$ cat src/rtl/core/upd_pkg.sv
// Shared types, constants and helpers of the URL percent decoder.
package upd_pkg;

	localparam int unsigned BYTE_W = 8;
	localparam int unsigned NIB_W = 4;

	localparam logic [BYTE_W-1:0] PCT_CHAR = 8'h25;
	localparam logic [BYTE_W-1:0] CTRL_MAX = 8'd31;
	localparam logic [BYTE_W-1:0] DEL_CHAR = 8'd127;

	typedef enum logic [2:0] {
		PH_IDLE = 3'b001,
		PH_PCT  = 3'b010,
		PH_HIGH = 3'b100
	} phase_t;

	typedef struct packed {
		phase_t            phase;
		logic [NIB_W-1:0]  high_nibble;
		logic              error_seen;
	} dec_state_t;

	typedef struct packed {
		logic              has_result;
		logic [BYTE_W-1:0] out_byte;
		logic              byte_valid;
		logic              path_done;
		logic              path_status;
	} dec_result_t;

	localparam dec_state_t STATE_RESET = '{phase: PH_IDLE, high_nibble: '0, error_seen: 1'b0};

	// Bit 4 set marks a byte that is not a hex digit.
	function automatic logic [NIB_W:0] hex_value(input logic [BYTE_W-1:0] c);
		logic [BYTE_W-1:0] diff;
		diff = '0;
		hex_value = {1'b1, {NIB_W{1'b0}}};
		case (c) inside
			[8'h30:8'h39]: begin
				diff = c - 8'h30;
				hex_value = {1'b0, diff[NIB_W-1:0]};
			end
			[8'h41:8'h46]: begin
				diff = c - 8'h37;
				hex_value = {1'b0, diff[NIB_W-1:0]};
			end
			[8'h61:8'h66]: begin
				diff = c - 8'h57;
				hex_value = {1'b0, diff[NIB_W-1:0]};
			end
			default: begin
				hex_value = {1'b1, {NIB_W{1'b0}}};
			end
		endcase
	endfunction

endpackage

$ cat src/rtl/core/upd_in_if.sv
// Raw path byte channel.
interface upd_in_if;
	logic       valid;
	logic       ready;
	logic [7:0] in_byte;
	logic       is_last;

	modport source (output valid, output in_byte, output is_last, input ready);
	modport sink (input valid, input in_byte, input is_last, output ready);
endinterface

$ cat src/rtl/core/upd_out_if.sv
// Decoded byte and path status channel.
interface upd_out_if;
	logic       valid;
	logic       ready;
	logic [7:0] out_byte;
	logic       byte_valid;
	logic       path_done;
	logic       path_status;

	modport source (output valid, output out_byte, output byte_valid,
		output path_done, output path_status, input ready);
	modport sink (input valid, input out_byte, input byte_valid,
		input path_done, input path_status, output ready);
endinterface

$ cat src/rtl/core/upd_step.sv
// Per-byte decode step: next state and optional result for one raw byte.
module upd_step (
	input  upd_pkg::dec_state_t          st,
	input  logic [upd_pkg::BYTE_W-1:0]   in_byte,
	input  logic                         is_last,
	output upd_pkg::dec_state_t          st_nxt,
	output upd_pkg::dec_result_t         res
);
	import upd_pkg::*;

	logic [NIB_W:0]      digit;
	logic [BYTE_W-1:0]   esc_val;
	logic                emit;
	logic [BYTE_W-1:0]   emit_byte;
	dec_state_t          upd;

	assign digit   = hex_value(in_byte);
	assign esc_val = {st.high_nibble, digit[NIB_W-1:0]};

	always_comb begin
		upd       = st;
		emit      = 1'b0;
		emit_byte = '0;
		if (!st.error_seen) begin
			case (st.phase)
				PH_PCT: begin
					if (digit[NIB_W] || is_last) begin
						upd.error_seen = 1'b1;
					end else begin
						upd.high_nibble = digit[NIB_W-1:0];
						upd.phase       = PH_HIGH;
					end
				end
				PH_HIGH: begin
					upd.phase = PH_IDLE;
					if (digit[NIB_W] || esc_val <= CTRL_MAX || esc_val > DEL_CHAR) begin
						upd.error_seen = 1'b1;
					end else begin
						emit      = 1'b1;
						emit_byte = esc_val;
					end
				end
				default: begin
					upd.phase = PH_IDLE;
					if (in_byte == PCT_CHAR) begin
						if (is_last) begin
							upd.error_seen = 1'b1;
						end else begin
							upd.phase = PH_PCT;
						end
					end else if (in_byte <= CTRL_MAX || in_byte == DEL_CHAR) begin
						upd.error_seen = 1'b1;
					end else begin
						emit      = 1'b1;
						emit_byte = in_byte;
					end
				end
			endcase
		end
	end

	assign st_nxt          = is_last ? STATE_RESET : upd;
	assign res.has_result  = emit || is_last;
	assign res.out_byte    = emit_byte;
	assign res.byte_valid  = emit;
	assign res.path_done   = is_last;
	assign res.path_status = is_last && upd.error_seen;

endmodule

$ cat src/rtl/core/url_percent_decoder_core.sv
// URL percent decoder: one raw path byte in, zero or one decoded byte or status out.
// Takes one byte per clock and sustains that rate as long as the result side keeps up;
// each accepted byte passes the input register and then the result register before its result
// is presented. The % and first digit of a %XX escape and bytes after a rejection give no
// result unless they carry is_last, which always gives one result with path_done and the
// path status.
// raw.ready depends combinationally on decoded.ready while the result register is full.
module url_percent_decoder_core (
	input  logic           clk,
	input  logic           arst_n,
	upd_in_if.sink         raw,
	upd_out_if.source      decoded
);
	import upd_pkg::*;

	logic                valid_s1;
	logic [BYTE_W-1:0]   raw_byte_s1;
	logic                raw_last_s1;
	dec_state_t          state_q;
	dec_state_t          state_nxt;
	dec_result_t         step_res;
	logic                res_valid_s2;
	dec_result_t         res_s2;
	logic                out_free;
	logic                s1_take;

	upd_step u_step (
		.st      (state_q),
		.in_byte (raw_byte_s1),
		.is_last (raw_last_s1),
		.st_nxt  (state_nxt),
		.res     (step_res)
	);

	assign out_free  = !res_valid_s2 || decoded.ready;
	assign s1_take   = valid_s1 && (!step_res.has_result || out_free);
	assign raw.ready = !valid_s1 || s1_take;

	always_ff @(posedge clk or negedge arst_n) begin
		if (!arst_n) begin
			valid_s1 <= 1'b0;
		end else if (raw.ready) begin
			valid_s1 <= raw.valid;
		end
	end

	always_ff @(posedge clk) begin
		if (raw.valid && raw.ready) begin
			raw_byte_s1 <= raw.in_byte;
			raw_last_s1 <= raw.is_last;
		end
	end

	always_ff @(posedge clk or negedge arst_n) begin
		if (!arst_n) begin
			state_q <= STATE_RESET;
		end else if (s1_take) begin
			state_q <= state_nxt;
		end
	end

	always_ff @(posedge clk or negedge arst_n) begin
		if (!arst_n) begin
			res_valid_s2 <= 1'b0;
		end else if (out_free) begin
			res_valid_s2 <= s1_take && step_res.has_result;
		end
	end

	always_ff @(posedge clk) begin
		if (out_free && s1_take && step_res.has_result) begin
			res_s2 <= step_res;
		end
	end

	assign decoded.valid       = res_valid_s2;
	assign decoded.out_byte    = res_s2.out_byte;
	assign decoded.byte_valid  = res_s2.byte_valid;
	assign decoded.path_done   = res_s2.path_done;
	assign decoded.path_status = res_s2.path_status;

`ifndef SYNTHESIS
	a_status_only_at_done: assert property (@(posedge clk) disable iff (!arst_n)
		res_valid_s2 && res_s2.path_status |-> res_s2.path_done && !res_s2.byte_valid)
		else $error("path_status without path_done or with a byte");

	a_byte_zero_when_invalid: assert property (@(posedge clk) disable iff (!arst_n)
		res_valid_s2 && !res_s2.byte_valid |-> res_s2.out_byte == '0)
		else $error("out_byte nonzero without byte_valid");

	a_state_cleared_after_last: assert property (@(posedge clk) disable iff (!arst_n)
		s1_take && raw_last_s1 |=> state_q == STATE_RESET)
		else $error("state not cleared after last byte");

	a_no_bytes_after_error: assert property (@(posedge clk) disable iff (!arst_n)
		s1_take && state_q.error_seen |-> !step_res.byte_valid)
		else $error("byte emitted after rejection");
`endif

endmodule
$ cat src/flat_wrapper.sv
// flat-port wrapper written by rule: the top's interface ports become plain ports
module url_percent_decoder_core_flat import upd_pkg::*;
  (clk, arst_n, raw_valid, raw_in_byte, raw_is_last, raw_ready, decoded_valid, decoded_out_byte, decoded_byte_valid, decoded_path_done, decoded_path_status, decoded_ready);
  upd_in_if raw_i ();
  upd_out_if decoded_i ();
  input  logic clk;
  input  logic arst_n;
  input wire logic [$bits(raw_i.valid)-1:0] raw_valid;
  input wire logic [$bits(raw_i.in_byte)-1:0] raw_in_byte;
  input wire logic [$bits(raw_i.is_last)-1:0] raw_is_last;
  output wire logic [$bits(raw_i.ready)-1:0] raw_ready;
  output wire logic [$bits(decoded_i.valid)-1:0] decoded_valid;
  output wire logic [$bits(decoded_i.out_byte)-1:0] decoded_out_byte;
  output wire logic [$bits(decoded_i.byte_valid)-1:0] decoded_byte_valid;
  output wire logic [$bits(decoded_i.path_done)-1:0] decoded_path_done;
  output wire logic [$bits(decoded_i.path_status)-1:0] decoded_path_status;
  input wire logic [$bits(decoded_i.ready)-1:0] decoded_ready;
  assign raw_i.valid = raw_valid;
  assign raw_i.in_byte = raw_in_byte;
  assign raw_i.is_last = raw_is_last;
  assign raw_ready = raw_i.ready;
  assign decoded_valid = decoded_i.valid;
  assign decoded_out_byte = decoded_i.out_byte;
  assign decoded_byte_valid = decoded_i.byte_valid;
  assign decoded_path_done = decoded_i.path_done;
  assign decoded_path_status = decoded_i.path_status;
  assign decoded_i.ready = decoded_ready;
  url_percent_decoder_core u_core (.clk(clk), .arst_n(arst_n), .raw(raw_i), .decoded(decoded_i));
endmodule
$ cat config.mk
export PLATFORM = sky130hd
export DESIGN_NAME = url_percent_decoder_core_flat
export DESIGN_NICKNAME = d
export VERILOG_FILES = /design/src/rtl/core/upd_pkg.sv /design/src/rtl/core/upd_in_if.sv /design/src/rtl/core/upd_out_if.sv /design/src/rtl/core/upd_step.sv /design/src/rtl/core/url_percent_decoder_core.sv /design/src/flat_wrapper.sv
export SDC_FILE = /design/constraint.sdc
export NUM_CORES = 1
export LEC_CHECK = 0
export CAP_MARGIN = 25
export CELL_PAD_IN_SITES_DETAIL_PLACEMENT = 2
export CELL_PAD_IN_SITES_GLOBAL_PLACEMENT = 2
export CORE_ASPECT_RATIO = 1.75
export CORE_MARGIN = 10
export CORE_UTILIZATION = 36
export CTS_BUF_LIST = sky130_fd_sc_hd__clkbuf_4 sky130_fd_sc_hd__clkbuf_8 sky130_fd_sc_hd__clkbuf_16
export CTS_CLUSTER_SIZE = 14
export DETAILED_ROUTE_END_ITERATION = 8
export DONT_BUFFER_PORTS = 1
export PLACE_DENSITY_LB_ADDON = 0.1
export SYNTH_ARGS = -nofsm -noshare
export SYNTH_HDL_FRONTEND = slang
export SYNTH_HIERARCHICAL = 1
export SYNTH_SLANG_ARGS = --single-unit
$ cat constraint.sdc
create_clock -name clk -period 3.4 [get_ports clk]
set_input_delay 0.34 -clock clk [delete_from_list [all_inputs] [get_ports clk]]
set_output_delay 0.34 -clock clk [all_outputs]
set_load 0.01 [all_outputs]
==> impl_metrics.json <==
{
  "status": "finished, final reports clean",
  "yosysWarnings": 6,
  "gp_congestion": 0.897,
  "totalWireLength_um": 5390,
  "die-area_um2": 8530,
  "drv_slew": 0,
  "synth_top_area_share_pct": 32.4,
  "dp_hpwl_um": 4240,
  "synth_cell_types": 48,
  "fmax_ghz": 0.312,
  "r2r-start": "u_core/raw_byte_s1[0]",
  "worst_slew_pin_slew_ns": 0.624,
  "crit_type": "register to output port",
  "min_period_ns": 3.20,
  "insertion_delay_ns": 0.28,
  "switching_power_uw": 448,
  "path_max_fanout": 5,
  "n_antenna_cell": 0,
  "htreeDepth": 2,
  "reg2reg_slack_ns": 0.24,
  "numCtsBuffers": 5,
  "finalHoldViolCount": 0,
  "grt_pass1_wl_um": 8690,
  "holdCritStartpoint": "decoded_ready",
  "nFillCells": 531,
  "first_iter_violations": 45,
  "p_leak_nw": 0.713,
  "crit-reg2reg-capture": "u_core/decoded.out_byte[6]",
  "port_buffers": 0,
  "worstSetupStartpointType": "register",
  "cts_root_buf": "clkbuf_8",
  "cp.arrival_ns": 2.86,
  "drt_pass1_iterations": 4,
  "tritoncts": "built",
  "post_synth.cell_area_avg_um2": 10.6,
  "synth_top_area_cell": "edfxtp_1",
  "hold_end": "u_core/decoded.valid",
  "crit_required_ns": 3.06,
  "nets": 191,
  "setup_viol": 0,
  "wl_met2_um": 3250,
  "cap_violations": 0,
  "synth_seq_cells": 30,
  "comb_power_share_pct": 26.2,
  "p_sw_share_pct": 36.6,
  "routedLengthMet1_um": 1980,
  "start_util_pct": 37.3,
  "slew_headroom_pct": 58.4,
  "end_kind": "output port",
  "drc_errors": 0,
  "fin_skew_ns": 0.00378,
  "clock_sinks": 30,
  "synthFlopType": "edfxtp_1",
  "die_h_um": 115,
  "overflow": 0,
  "powerDensity_nw_per_um2": 628,
  "min_path_type": "input pin to register",
  "syn_inst": 175,
  "path_clk_slew_ns": 0.06,
  "synthMostInstantiatedCell": "nand2_1",
  "ioPinCount": 26,
  "synthTopCellsByCount": "nand2_1, edfxtp_1, nor2_1",
  "post_dp_cell_area_um2": 1840,
  "power.internal_uw": 774,
  "p_seq_share_pct": 50.8,
  "rr_worst_depth": 10,
  "wl_met3_um": 119,
  "grt_max_degree": 19,
  "highest_layer": "met4",
  "avgRoutedWirePerCell_um": 23.4,
  "async_flop_share_pct": 33.3,
  "clkPwrFrac_pct": 23.0,
  "synth-seq-area-share_pct": 46.0,
  "vias": 1381,
  "synth_nets": 191,
  "coreArea_um2": 4980,
  "final_area_um2": 1950,
  "gr-usage-all-layers_pct": 13.3,
  "rows": 34,
  "synth_area_um2": 1850,
  "grt_pass1_vias": 1558,
  "synthTopCellsByArea": "edfxtp_1, dfrtp_1, o211ai_2",
  "cts.path.max_buffers": 2,
  "antenna_found_initial": 0,
  "via_per_inst": 6.00,
  "synth_edf_count": 20,
  "whs_ns": 0.146,
  "whs_path_depth": 1,
  "period_share_pct": 94.2,
  "drive_gt1_share_pct": 17.6,
  "die_w_um": 74.3,
  "peakVddDrop_uv": 302,
  "final_antenna_net_count": 0,
  "syn_to_final_growth_pct": 4.99
}
-- critical path, stage by stage (launching register included) --
cell      delay (ns)
edfxtp_1        0.44
inv_1           0.11
ha_1            0.24
nor4bb_1        0.13
a2111o_1        0.45
or4_1           0.53
a211o_1         0.32
nand2_1         0.15
nand4b_2        0.20
-- per-stage QoR --
stage	cells	worst slack, ns	setup TNS (ns)	utilization (%)	total power, mW
floorplan	175	0.171	0	-	0.861
finish	230	0.199	0	39.1	1.22
global placement	220	0.247	0	37.0	0.924
detailed placement	220	0.105	0	37.0	0.951
global route	230	-0.00207	-0.00207	39.1	1.31
CTS	229	0.0870	0	38.9	1.24
-- layout make-up --
type	count	area, um^2	area share, %
Clock buffer	6	76.3	3.92
Sequential cell	30	852	43.8
Timing Repair Buffer	6	47.5	2.44
Clock inverter	2	8.76	0.450
Inverter	7	26.3	1.35
Tap cell	54	67.6	3.47
Multi-Input combinational cell	125	868	44.6
-- power by group through the flow --
| stage | sequential [mW] | clock [mW] | combinational [mW] |
|---|---|---|---|
| final | 0.620 | 0.281 | 0.320 |
| after global routing | 0.637 | 0.309 | 0.364 |
| after CTS | 0.626 | 0.294 | 0.322 |
| after detailed placement | 0.634 | 0 | 0.317 |
| after global placement | 0.626 | 0 | 0.298 |
| after floorplan | 0.567 | 0 | 0.294 |
-- cell families after synthesis --
group	Yosys count	synth area share (%)
xor+xnor	3	1.42
mux	2	1.08
simple gates	77	25.0
compound gates	40	16.8
buf+inv	20	7.69
flops	30	46.0
fa+ha+maj	3	2.02
-- flip-flops by register name, summed over array words and instances, names as in the netlist --
name / flops
u_core/state_q: 8
u_core/valid_s1: 1
u_core/decoded.valid: 1
u_core/raw_byte_s1: 8
u_core/raw_last_s1: 1
u_core/decoded.path_done: 1
u_core/decoded.out_byte: 8
u_core/decoded.byte_valid: 1
u_core/decoded.path_status: 1
-- worst max-delay path by stage --
stage | start | to | slack (ns) | cells after the start
finish | u_core/raw_byte_s1[0] | raw_ready | 0.20 | 8
global route | u_core/raw_byte_s1[0] | raw_ready | -0.002 | 8
CTS | u_core/raw_byte_s1[0] | u_core/raw_byte_s1[4] | 0.09 | 9
detailed placement | u_core/raw_byte_s1[0] | u_core/raw_byte_s1[4] | 0.10 | 9
global placement | u_core/raw_byte_s1[0] | u_core/raw_byte_s1[0] | 0.25 | 9
floorplan | u_core/raw_byte_s1[0] | u_core/decoded.byte_valid | 0.17 | 11
-- placed cells by master (no fill, tap or decap), types with 2 or more instances in the layout --
| cell | count |
|---|---|
| a211oi_1 | 2 |
| nand2_1 | 22 |
| clkbuf_8 | 5 |
| o211ai_2 | 8 |
| a31oi_1 | 2 |
| or4_1 | 2 |
| edfxtp_1 | 20 |
| o21bai_1 | 3 |
| or2_2 | 2 |
| xnor2_1 | 3 |
| o22ai_1 | 3 |
| nand2b_1 | 11 |
| nand3_1 | 2 |
| nor2_1 | 12 |
| ha_1 | 2 |
| nand4b_1 | 10 |
| inv_1 | 7 |
| a21oi_1 | 8 |
| o21ai_0 | 3 |
| dfrtp_1 | 9 |
| nor3b_1 | 5 |
| mux2i_1 | 2 |
| buf_4 | 5 |
| and2_4 | 2 |
-- layer usage --
layer / vias to the layer above / track usage, %
met2: 24 / 26.1
met3: 4 / 2.50
met4: 0 / 4.41
met1: 710 / 13.1
met5: - / 0
li1: 643 / -
-- what timing repair did --
| action | CTS | global route |
|---|---|---|
| endpoints found under the setup margin | 0 | 28 |
| buffers inserted | 0 | 1 |
| endpoints found under the hold margin | 10 | 0 |
| hold buffers | 1 | 0 |
| resized for setup | 0 | 3 |
Power figures use the tool's default switching activity.
